### config.mk
export PLATFORM = sky130hd
export DESIGN_NAME = sweep_window_neighbor_pairs
export DESIGN_NICKNAME = d
export VERILOG_FILES = /design/src/design/swnp_pkg.sv /design/src/design/sweep_window_neighbor_pairs.sv
export SDC_FILE = /design/constraint.sdc
export NUM_CORES = 2
export LEC_CHECK = 0
export ABC_AREA = 1
export BUFFER_PORTS_ARGS = -buffer_cell sky130_fd_sc_hd__clkbuf_2
export CAP_MARGIN = 25
export CORE_MARGIN = 5
export CORE_UTILIZATION = 65
export CTS_BUF_LIST = sky130_fd_sc_hd__clkbuf_4
export DETAILED_ROUTE_END_ITERATION = 10
export PLACE_DENSITY = 0.82
export SYNTH_ARGS = -nofsm -noshare
export SYNTH_HDL_FRONTEND = slang
export SYNTH_SLANG_ARGS = --single-unit
### constraint.sdc
create_clock -name clk -period 15.2 [get_ports clk]
set_clock_uncertainty 0.2 [all_clocks]
set_input_delay 3.04 -clock clk [delete_from_list [all_inputs] [get_ports clk]]
set_output_delay 3.04 -clock clk [all_outputs]
set_load 0.02 [all_outputs]
### src/design/swnp_pkg.sv
// Shared types and constants for the sweep window neighbor pair block.
package swnp_pkg;

  localparam int WINDOW_DEPTH = 32;
  localparam int ADDR_W       = $clog2(WINDOW_DEPTH);
  localparam int CNT_W        = $clog2(WINDOW_DEPTH + 1);
  localparam int COORD_W      = 16;

  // configuration register indexes
  localparam logic CFG_ROW_DISTANCE    = 1'b0;
  localparam logic CFG_COLUMN_DISTANCE = 1'b1;

  typedef enum logic [1:0] {
    ST_IDLE,
    ST_SCAN,
    ST_FLUSH
  } state_t;

  // one window entry, id in the low bits
  typedef struct packed {
    logic [COORD_W-1:0] x;
    logic [COORD_W-1:0] y;
    logic [COORD_W-1:0] id;
  } entry_t;

endpackage

### src/design/sweep_window_neighbor_pairs.sv
// Top level of the sweep window neighbor pair block.
//
// Usage: map nodes enter on the in_ stream (in_tdata = node_id, node_y,
// node_x; in_tuser = start_list) in list order. Each node is compared
// against the live entries of a 32-deep window of earlier nodes, oldest
// first. An entry whose |dy| exceeds row_distance is retired for good; one
// with |dx| below column_distance yields a pair on the out_ stream. The
// last pair of a node carries tlast; tuser flags that storing this node
// drops a still-live window entry. Nodes without matches give no transfer.
// row_distance and column_distance are written on the cfg_ port (index 0
// and 1); the user must write them only while the block is idle, which the
// block itself does not enforce. cfg_ready is always high. A new node is
// taken only while idle: after the window reads through the single read
// port, the compare of the last entry, a step that sees the scan end, and
// the write-back; a stalling receiver holds this up. A pair is held until
// it is known whether it is the last one: it enters the output register
// when the next match is compared, or with the write-back.
// A stalled receiver freezes the scan once a second pair is ready; nothing
// is dropped. Reset empties the window and clears both distances; window
// memory contents are not cleared, only the live flags.
module sweep_window_neighbor_pairs (
  input  logic        clk,
  input  logic        rst_n,
  // input stream
  input  logic        in_tvalid,
  output logic        in_tready,
  input  logic [47:0] in_tdata,   // node_id[15:0], node_y[31:16], node_x[47:32]
  input  logic        in_tuser,   // start_list
  // result stream
  output logic        out_tvalid,
  input  logic        out_tready,
  // earlier_id[15:0], earlier_y[31:16], earlier_x[47:32],
  // later_id[63:48], later_y[79:64], later_x[95:80]
  output logic [95:0] out_tdata,
  output logic        out_tlast,  // last_pair
  output logic        out_tuser,  // window_overflowed
  // configuration writes
  input  logic        cfg_valid,
  output logic        cfg_ready,
  input  logic        cfg_index,
  input  logic [15:0] cfg_data
);

  swnp_pkg::state_t state_r, state_nxt;

  // window storage: payload in memory, live flags in flops
  swnp_pkg::entry_t                      mem [swnp_pkg::WINDOW_DEPTH];
  logic [swnp_pkg::WINDOW_DEPTH-1:0]     live_r;
  logic [swnp_pkg::ADDR_W-1:0]           base_r;     // oldest slot

  // current node
  swnp_pkg::entry_t                      node_r;

  // scan pipeline: read issue, then compare
  logic [swnp_pkg::CNT_W-1:0]            ri_r;
  logic                                  cv_r;
  logic                                  cfirst_r;
  logic [swnp_pkg::ADDR_W-1:0]           cs_r;
  swnp_pkg::entry_t                      rd_r;

  // held pair awaiting the next match or the end of scan
  logic                                  pend_v_r;
  swnp_pkg::entry_t                      pend_r;
  logic                                  ovf_r;

  // output register
  logic                                  out_v_r;
  logic [95:0]                           out_data_r;
  logic                                  out_last_r;
  logic                                  out_ovf_r;

  logic [15:0]                           row_dist_r;
  logic [15:0]                           col_dist_r;

  logic                                  accept;
  logic                                  out_free;
  logic                                  cmp_live;
  logic signed [16:0]                    dy, dx;
  logic [16:0]                           ady, adx;
  logic                                  kill, hit, push_mid, adv;
  logic                                  rd_en, scan_done, flush_go, out_load;
  logic [swnp_pkg::ADDR_W-1:0]           rd_addr;

  assign in_tready  = (state_r == swnp_pkg::ST_IDLE);
  assign accept     = in_tvalid && in_tready;
  assign cfg_ready  = 1'b1;
  assign out_tvalid = out_v_r;
  assign out_tdata  = out_data_r;
  assign out_tlast  = out_last_r;
  assign out_tuser  = out_ovf_r;

  assign out_free = !out_v_r || out_tready;

  // compare stage: 17-bit differences cannot wrap
  assign cmp_live = live_r[cs_r];
  assign dy  = $signed({node_r.y[15], node_r.y}) - $signed({rd_r.y[15], rd_r.y});
  assign dx  = $signed({node_r.x[15], node_r.x}) - $signed({rd_r.x[15], rd_r.x});
  assign ady = dy[16] ? 17'(-dy) : 17'(dy);
  assign adx = dx[16] ? 17'(-dx) : 17'(dx);
  assign kill = cv_r && cmp_live && (ady > {1'b0, row_dist_r});
  assign hit  = cv_r && cmp_live && !kill && (adx < {1'b0, col_dist_r});

  // a second match pushes the held pair out; stall if the output is busy
  assign push_mid = hit && pend_v_r;
  assign adv      = !(push_mid && !out_free);

  assign rd_addr   = base_r + ri_r[swnp_pkg::ADDR_W-1:0];
  assign rd_en     = (state_r == swnp_pkg::ST_SCAN) && adv &&
                     (ri_r < swnp_pkg::CNT_W'(swnp_pkg::WINDOW_DEPTH));
  assign scan_done = (ri_r == swnp_pkg::CNT_W'(swnp_pkg::WINDOW_DEPTH)) && !cv_r;
  assign flush_go  = (state_r == swnp_pkg::ST_FLUSH) && (!pend_v_r || out_free);
  assign out_load  = ((state_r == swnp_pkg::ST_SCAN) && push_mid && out_free) ||
                     (flush_go && pend_v_r);

  always_ff @(posedge clk) begin
    if (!rst_n) begin
      state_r <= swnp_pkg::ST_IDLE;
    end else begin
      state_r <= state_nxt;
    end
  end

  always_comb begin
    state_nxt = state_r;
    case (state_r)
      swnp_pkg::ST_IDLE: begin
        if (accept) state_nxt = swnp_pkg::ST_SCAN;
      end
      swnp_pkg::ST_SCAN: begin
        if (scan_done) state_nxt = swnp_pkg::ST_FLUSH;
      end
      swnp_pkg::ST_FLUSH: begin
        if (flush_go) state_nxt = swnp_pkg::ST_IDLE;
      end
      default: state_nxt = swnp_pkg::ST_IDLE;
    endcase
  end

  // window memory: one read port, written back after the scan
  always_ff @(posedge clk) begin
    if (rd_en) begin
      rd_r <= mem[rd_addr];
    end
    if (flush_go) begin
      mem[base_r] <= node_r;
    end
  end

  // configuration
  always_ff @(posedge clk) begin
    if (!rst_n) begin
      row_dist_r <= '0;
      col_dist_r <= '0;
    end else if (cfg_valid && cfg_ready) begin
      case (cfg_index)
        swnp_pkg::CFG_ROW_DISTANCE:    row_dist_r <= cfg_data;
        swnp_pkg::CFG_COLUMN_DISTANCE: col_dist_r <= cfg_data;
        default: ;
      endcase
    end
  end

  // scan control, live flags, held pair
  always_ff @(posedge clk) begin
    if (!rst_n) begin
      live_r   <= '0;
      base_r   <= '0;
      ri_r     <= '0;
      cv_r     <= 1'b0;
      cfirst_r <= 1'b0;
      pend_v_r <= 1'b0;
      ovf_r    <= 1'b0;
    end else begin
      if (accept) begin
        node_r   <= in_tdata;
        ri_r     <= '0;
        cv_r     <= 1'b0;
        pend_v_r <= 1'b0;
        ovf_r    <= 1'b0;
        if (in_tuser) begin
          live_r <= '0;
          base_r <= '0;
        end
      end
      if ((state_r == swnp_pkg::ST_SCAN) && adv) begin
        if (rd_en) begin
          ri_r     <= ri_r + 1'b1;
          cv_r     <= 1'b1;
          cs_r     <= rd_addr;
          cfirst_r <= (ri_r == '0);
        end else begin
          cv_r <= 1'b0;
        end
        if (kill) live_r[cs_r] <= 1'b0;
        // oldest slot is compared first: its fate decides the overflow flag
        if (cv_r && cfirst_r) ovf_r <= cmp_live && !kill;
        if (hit) begin
          pend_r   <= rd_r;
          pend_v_r <= 1'b1;
        end
      end
      if (flush_go) begin
        live_r[base_r] <= 1'b1;
        base_r         <= base_r + 1'b1;
        pend_v_r       <= 1'b0;
      end
    end
  end

  // output register
  always_ff @(posedge clk) begin
    if (!rst_n) begin
      out_v_r <= 1'b0;
    end else if (out_load) begin
      out_v_r <= 1'b1;
    end else if (out_tready) begin
      out_v_r <= 1'b0;
    end
  end

  always_ff @(posedge clk) begin
    if (out_load) begin
      out_data_r <= {node_r, pend_r};
      out_last_r <= (state_r == swnp_pkg::ST_FLUSH);
      out_ovf_r  <= ovf_r;
    end
  end

endmodule
Word level (Yosys, flattened, before mapping)
Memories as Yosys holds them, arrays and structs flattened. A register that Yosys moved wholly into a read port is not among the register bits.
Cells that the tools add are included.
Word-level totals
  flip-flop bits (word level): 281
  memory bits (writable): 1536
  input bits: 71
  output and inout bits: 101
  word-level logic and storage cells: 127
  memories: 1
Cells by class
  $add $sub $neg: 7
  $lt $le $gt $ge: 7
  equality and inequality tests: 6
  muxes and demuxes: 38
  bitwise logic cells: 5
  reduce and logical (&&, ||, !) cells: 42
Memory list
  mem: depth 32, bits a word 48, rd ports 1, clocked after Yosys merged registers in 1, wr ports 1, RTL line sweep_window_neighbor_pairs.sv:47  | swnp_pkg::entry_t mem [swnp_pkg::WINDOW_DEPTH];
Operators with widths (count)
  $mux 32: 7
  $mux 17: 2
  $neg 17->17: 2
  $sub 16x16->17: 2
  $and 32x32->32: 1
  $not 32->32: 1
  $or 32x32->32: 1
  $logic_and 1x1->1: 18
  $mux 6: 3
  $gt 17x16->1: 1
  $lt 17x16->1: 1
  $mux 1: 16
  $mux 5: 3
  $lt 5x6->1 const B: 2
  $demux 1 s5: 2
  $ge 5x1->1 const B: 2
  $reduce_and 2->1: 5
  $reduce_and 3->1: 3
  $reduce_bool 2->1: 4
  $add 6x1->6 const B: 1
  $eq 6x6->1 const B: 1
  $logic_not 1->1: 6
  $logic_not 6->1: 1
  $lt 6x6->1 const B: 1
  13 further kinds: 19

Depth between registers and ports, before layout
  depth in word-level cells: 16
  mapped depth: 38
  mapped depth without buffers: 37

Worst setup path after synthesis
OpenSTA, ideal clock, no wires.
  path kind: register to register
  start: register node_r[16] in the netlist's numbering
  end: register out_data_r[0], in the netlist out_tdata[0] (enable)
  setup time: 0.690 ns
  data arrival time: 10.730 ns
  data required time: 14.310 ns
  slack: 3.580 ns
  cell stages (with the launch flop): 30
  period minus slack after synthesis: 11.620 ns
  path through: edfxtp_1 > inv_1 > ha_1 > fa_1 > inv_1 > nand3_1 > nand2_1 > nand2_1 > nand3_1 > nand3_1 > nand3_1 > nand2_2 > inv_2 > clkbuf_1 > o21ai_0 > xor2_1 > ha_1 > nand2_1 > inv_1 > nor3_1 > nand2_1 > nand2_1 > nand2_1 > nand2_1 > nand2_1 > nand2_1 > nand2_4 > nor2_4 > nand4_1 > o21ai_0
Between the ends
  cells in the longest elaborated chain, start to end: 12
Ends and longest elaborated chain
  start: declaration: RTL line sweep_window_neighbor_pairs.sv:52  | swnp_pkg::entry_t node_r;
  start signal: assignment: RTL line sweep_window_neighbor_pairs.sv:175  | node_r <= in_tdata;
  $sub 16x16->17 (*): RTL line sweep_window_neighbor_pairs.sv:96  | assign dy = $signed({node_r.y[15], node_r.y}) - $signed({rd_r.y[15], rd_r.y});
  $neg 17->17: RTL line sweep_window_neighbor_pairs.sv:98  | assign ady = dy[16] ? 17'(-dy) : 17'(dy);
  $mux 17 (*): RTL line sweep_window_neighbor_pairs.sv:98
  $gt 17x16->1 (*): RTL line sweep_window_neighbor_pairs.sv:100  | assign kill = cv_r && cmp_live && (ady > {1'b0, row_dist_r});
  $logic_and 1x1->1 (*): RTL line sweep_window_neighbor_pairs.sv:100
  $logic_not 1->1 (*): RTL line sweep_window_neighbor_pairs.sv:101  | assign hit = cv_r && cmp_live && !kill && (adx < {1'b0, col_dist_r});
  $logic_and 1x1->1 (*) (2 in series): RTL line sweep_window_neighbor_pairs.sv:101
  $logic_and 1x1->1 (*): RTL line sweep_window_neighbor_pairs.sv:104  | assign push_mid = hit && pend_v_r;
  $logic_and 1x1->1 (*) (2 in series): RTL line sweep_window_neighbor_pairs.sv:112  | assign out_load = ((state_r == swnp_pkg::ST_SCAN) && push_mid && out_free) ||
  $logic_or 1x1->1 (*): RTL line sweep_window_neighbor_pairs.sv:112
  net out_load: RTL line sweep_window_neighbor_pairs.sv:81  | logic rd_en, scan_done, flush_go, out_load;
  end signal: assignment: RTL line sweep_window_neighbor_pairs.sv:223  | out_data_r <= {node_r, pend_r};
  end: declaration: RTL line sweep_window_neighbor_pairs.sv:68  | logic [95:0] out_data_r;
Mark *: on every way through the listed nets, which the timed path passes. The rest lies on a longest branch.
A chain may end at the register's enable or synchronous reset.

Final worst setup path
  start: register node_r[16] in the netlist's numbering
  end: register rd_r[15] (netlist name)
Between the ends
  cells in the longest elaborated chain, start to end: 13
Ends and longest elaborated chain
  $sub 16x16->17 (*): RTL line sweep_window_neighbor_pairs.sv:96
  $neg 17->17: RTL line sweep_window_neighbor_pairs.sv:98
  $mux 17 (*): RTL line sweep_window_neighbor_pairs.sv:98
  $gt 17x16->1 (*): RTL line sweep_window_neighbor_pairs.sv:100
  $logic_and 1x1->1 (*): RTL line sweep_window_neighbor_pairs.sv:100
  $logic_not 1->1 (*): RTL line sweep_window_neighbor_pairs.sv:101
  $logic_and 1x1->1 (*) (2 in series): RTL line sweep_window_neighbor_pairs.sv:101
  $logic_and 1x1->1 (*): RTL line sweep_window_neighbor_pairs.sv:104
  $logic_and 1x1->1 (*): RTL line sweep_window_neighbor_pairs.sv:105  | assign adv = !(push_mid && !out_free);
  $logic_not 1->1 (*): RTL line sweep_window_neighbor_pairs.sv:105
  $logic_and 1x1->1 (*) (2 in series): RTL line sweep_window_neighbor_pairs.sv:108  | assign rd_en = (state_r == swnp_pkg::ST_SCAN) && adv &&
  net rd_en: RTL line sweep_window_neighbor_pairs.sv:81
Marks and branches as above.

==> flow_metrics.env <==
export IMPL_status="finished clean"
export IMPL_io_buffers=170
export IMPL_hpwl_mm=100
export IMPL_end_kind="flip-flop"
export IMPL_grt_start_max_net_pins=230
export IMPL_start_kind="flip-flop"
export IMPL_ys_top_cells_by_area="edfxtp_1 71%, mux2i_1 5.1%, o221ai_1 4.5%, o21ai_0 2.9%, nor2_1 2.8%"
export IMPL_numCtsBuffers=457
export IMPL_cts_root_buf="clkbuf_4"
export IMPL_max_stage_delay_ps=1020
export IMPL_synth_cell_type_count=52
export IMPL_finalMaxSlewViolations=0
export IMPL_nets=5803
export IMPL_holdCritPathClass="flip-flop to flip-flop"
export IMPL_r2r_slack_ps=7850
export IMPL_hold_path_cell_count=0
export IMPL_cts_tree="yes"
export IMPL_postCtsHoldBufs=0
export IMPL_final_hold_violation_count=0
export IMPL_p_leak_nw=28.0
export IMPL_power_density_nw_per_um2=126
export IMPL_synth_top_area_share_pct=71.3
export IMPL_ant_nets=0
export IMPL_antenna_found_initial=3
export IMPL_place_congestion=0.906
export IMPL_vdd_drop_max_v=0.0000736
export IMPL_die_y_um=350
export IMPL_die_area_um2=122000
export IMPL_critical_path_class="flip-flop to flip-flop"
export IMPL_period_minus_slack_ps=7350
export IMPL_drt_wl_total_mm=198
export IMPL_ys_seq_elements=1865
export IMPL_grt_pass1_vias=47900
export IMPL_syn_cell_area_um2=75100
export IMPL_synth_yosys_warnings=0
export IMPL_cts_buffer_depth=4
export IMPL_start_util_pct=65.6
export IMPL_drive_above_1_share_pct=18.4
export IMPL_reg2reg_from="node_r[16]$_DFFE_PP_"
export IMPL_grt_usage_pct=31.8
export IMPL_dieWidth_um=350
export IMPL_clock_latency_ps=1300
export IMPL_viasPerCell=6.49
export IMPL_holdPathEnd="pend_r[12]$_DFFE_PP_"
export IMPL_area_growth_pct=11.6
export IMPL_async_reset_ff_share_pct=0
export IMPL_drc_errors=0
export IMPL_cp_slowest_cell="edfxtp_1"
export IMPL_worstPathRequired_ps=15840
export IMPL_post_route_util_pct=73.2
export IMPL_min_delay_start="rd_r[12]$_DFFE_PP_"
export IMPL_grt_ovfl_total=0
export IMPL_period_share_pct=48.3
export IMPL_maxSlewHeadroom_pct=22.6
export IMPL_h_tree_depth=5
export IMPL_rows=124
export IMPL_clkSinkCount=1865
export IMPL_syn_nets=5383
export IMPL_core_um2=115000
export IMPL_maxCapViolations=0
export IMPL_setup_tns_ps=0
export IMPL_clkTransAtPathRegs_ps=70
export IMPL_r2r_end="rd_r[15]$_DFFE_PP_"
export IMPL_synth_avg_cell_area_um2=14.3
export IMPL_yosysSeqAreaShare_pct=73.5
export IMPL_yosys_area_top_type="edfxtp_1"
export IMPL_rr_worst_depth=29
export IMPL_num_io_pins=172
export IMPL_cts_setup_buffers=0
export IMPL_rsz0062_at_grt="no"
export IMPL_grt_pass1_wl_mm=290
export IMPL_synth_edf_count=1783
export IMPL_worst_pin_slew_ps=1160
export IMPL_arrival_ps=7990
export IMPL_drt_iter0_drc=7408
export IMPL_fmax_mhz=136
export IMPL_drtPass1Iterations=9
export IMPL_cp_max_fo=48
export IMPL_crit_top_cell="nand2_1"
export IMPL_synth_main_ff_cell="edfxtp_1"
export IMPL_postCtsResizedCells=0
export IMPL_vias=48600
export IMPL_avgRoutedWirePerCell_um=26.4
export IMPL_postSynthCellCount=5234
export IMPL_finalSetupViolations=0
## synthesized netlist by cell type, drive strengths merged (2+ instances only)
| cell | n |
|---|---|
| a31oi | 51 |
| o21bai | 2 |
| dfxtp | 82 |
| clkbuf | 254 |
| a21o | 4 |
| and3 | 49 |
| nand3b | 7 |
| o21ai | 441 |
| xor2 | 29 |
| o22ai | 10 |
| inv | 276 |
| nand4 | 16 |
| nor2 | 567 |
| xnor2 | 13 |
| nor3 | 24 |
| buf | 66 |
| nand2 | 311 |
| edfxtp | 1783 |
| or2 | 2 |
| fa | 3 |
| a22oi | 6 |
| a21oi | 107 |
| o221ai | 384 |
| ha | 75 |
| mux2i | 384 |
| o31ai | 2 |
| nand3 | 277 |
## critical path: cells and delay by family (launching register included)
kind	cells	cell delay, ps
simple gates	17	2070
xor+xnor	1	100
flops	1	1020
compound gates	2	440
fa+ha+maj	4	1320
buf+inv	5	1690
## logic make-up after synthesis
logic type               after synthesis  share of synthesized area (%)
buffers and inverters                597                           3.17
multiplexers                         384                           5.12
XOR/XNOR                              42                          0.500
other                                  1                        0.00499
AND/OR/NAND/NOR                     1254                           7.35
adder cells (fa/ha/maj)               78                           1.33
AO/OA/AOI/OAI                       1013                           9.02
flip-flops                          1865                           73.5
## report_power, final
group | total (mW) | internal [mW] | switching [mW]
logic | 0.905 | 0.298 | 0.607
registers | 5.68 | 5.64 | 0.0401
clock network | 3.99 | 2.05 | 1.94
## registers in the layout, indices dropped and copies added, names as in the netlist, 6 cells and up
signal,count
mem,1536
out_tdata,96
node_r,48
live_r,32
pend_r,48
col_dist_r,16
row_dist_r,16
rd_r,48
ri_r,6
## metrics by stage
step	power [mW]	instances	hold WS, ps	instance area [µm²]	worst slack [ps]
floorplan	6.40	5234	200	75100	3580
global placement	6.62	6682	201	77500	8240
global route	11.0	7491	189	83800	7380
CTS	10.6	7469	175	83300	8010
detailed placement	6.66	6688	205	77700	8030
finish	10.6	7492	170	83800	7850
## per-layer routing
layer  global-route usage, %  vias up  routed length (µm)
li1                        -    21000                   -
met1                    43.9    23400               71700
met2                    48.7     3674               91100
met3                    8.59      512               27400
met4                    13.8        2                7760
met5                       0        -                  12
## layout make-up
class | count | area, µm²
sequential | 1865 | 55200
fill | 6837 | 30700
multi-input combinational | 2772 | 17800
clock buffer | 648 | 4860
timing repair buffer | 281 | 2220
tap | 1512 | 1890
inverter | 277 | 1050
clock inverter | 133 | 703
antenna | 4 | 10.0
## layout by cell type (no fill, tap or decap), drive strengths merged, types with 3 or more instances in the layout
| cell | count |
|---|---|
| edfxtp | 1783 |
| clkbuf | 818 |
| nor2 | 567 |
| o21ai | 441 |
| mux2i | 384 |
| o221ai | 384 |
| nand2 | 311 |
| inv | 278 |
| nand3 | 277 |
| clkinv | 123 |
| buf | 111 |
| a21oi | 107 |
| dfxtp | 82 |
| ha | 75 |
| a31oi | 51 |
| and3 | 49 |
| xor2 | 29 |
| nor3 | 24 |
| nand4 | 16 |
| xnor2 | 13 |
| o22ai | 10 |
| nand3b | 7 |
| a22oi | 6 |
| bufinv | 6 |
| diode | 4 |
| a21o | 4 |
| clkinvlp | 3 |
| fa | 3 |
## worst max-delay path by stage
stage | from | end
2_1_floorplan | node_r[16]$_DFFE_PP_ | out_tdata[0]$_DFFE_PP_
3_3_place_gp | node_r[16]$_DFFE_PP_ | rd_r[15]$_DFFE_PP_
3_5_place_dp | node_r[16]$_DFFE_PP_ | rd_r[15]$_DFFE_PP_
4_1_cts | node_r[16]$_DFFE_PP_ | rd_r[15]$_DFFE_PP_
5_1_grt | node_r[16]$_DFFE_PP_ | rd_r[15]$_DFFE_PP_
6_report | node_r[16]$_DFFE_PP_ | rd_r[15]$_DFFE_PP_
Note: power is estimated with default switching activity, not from simulation.
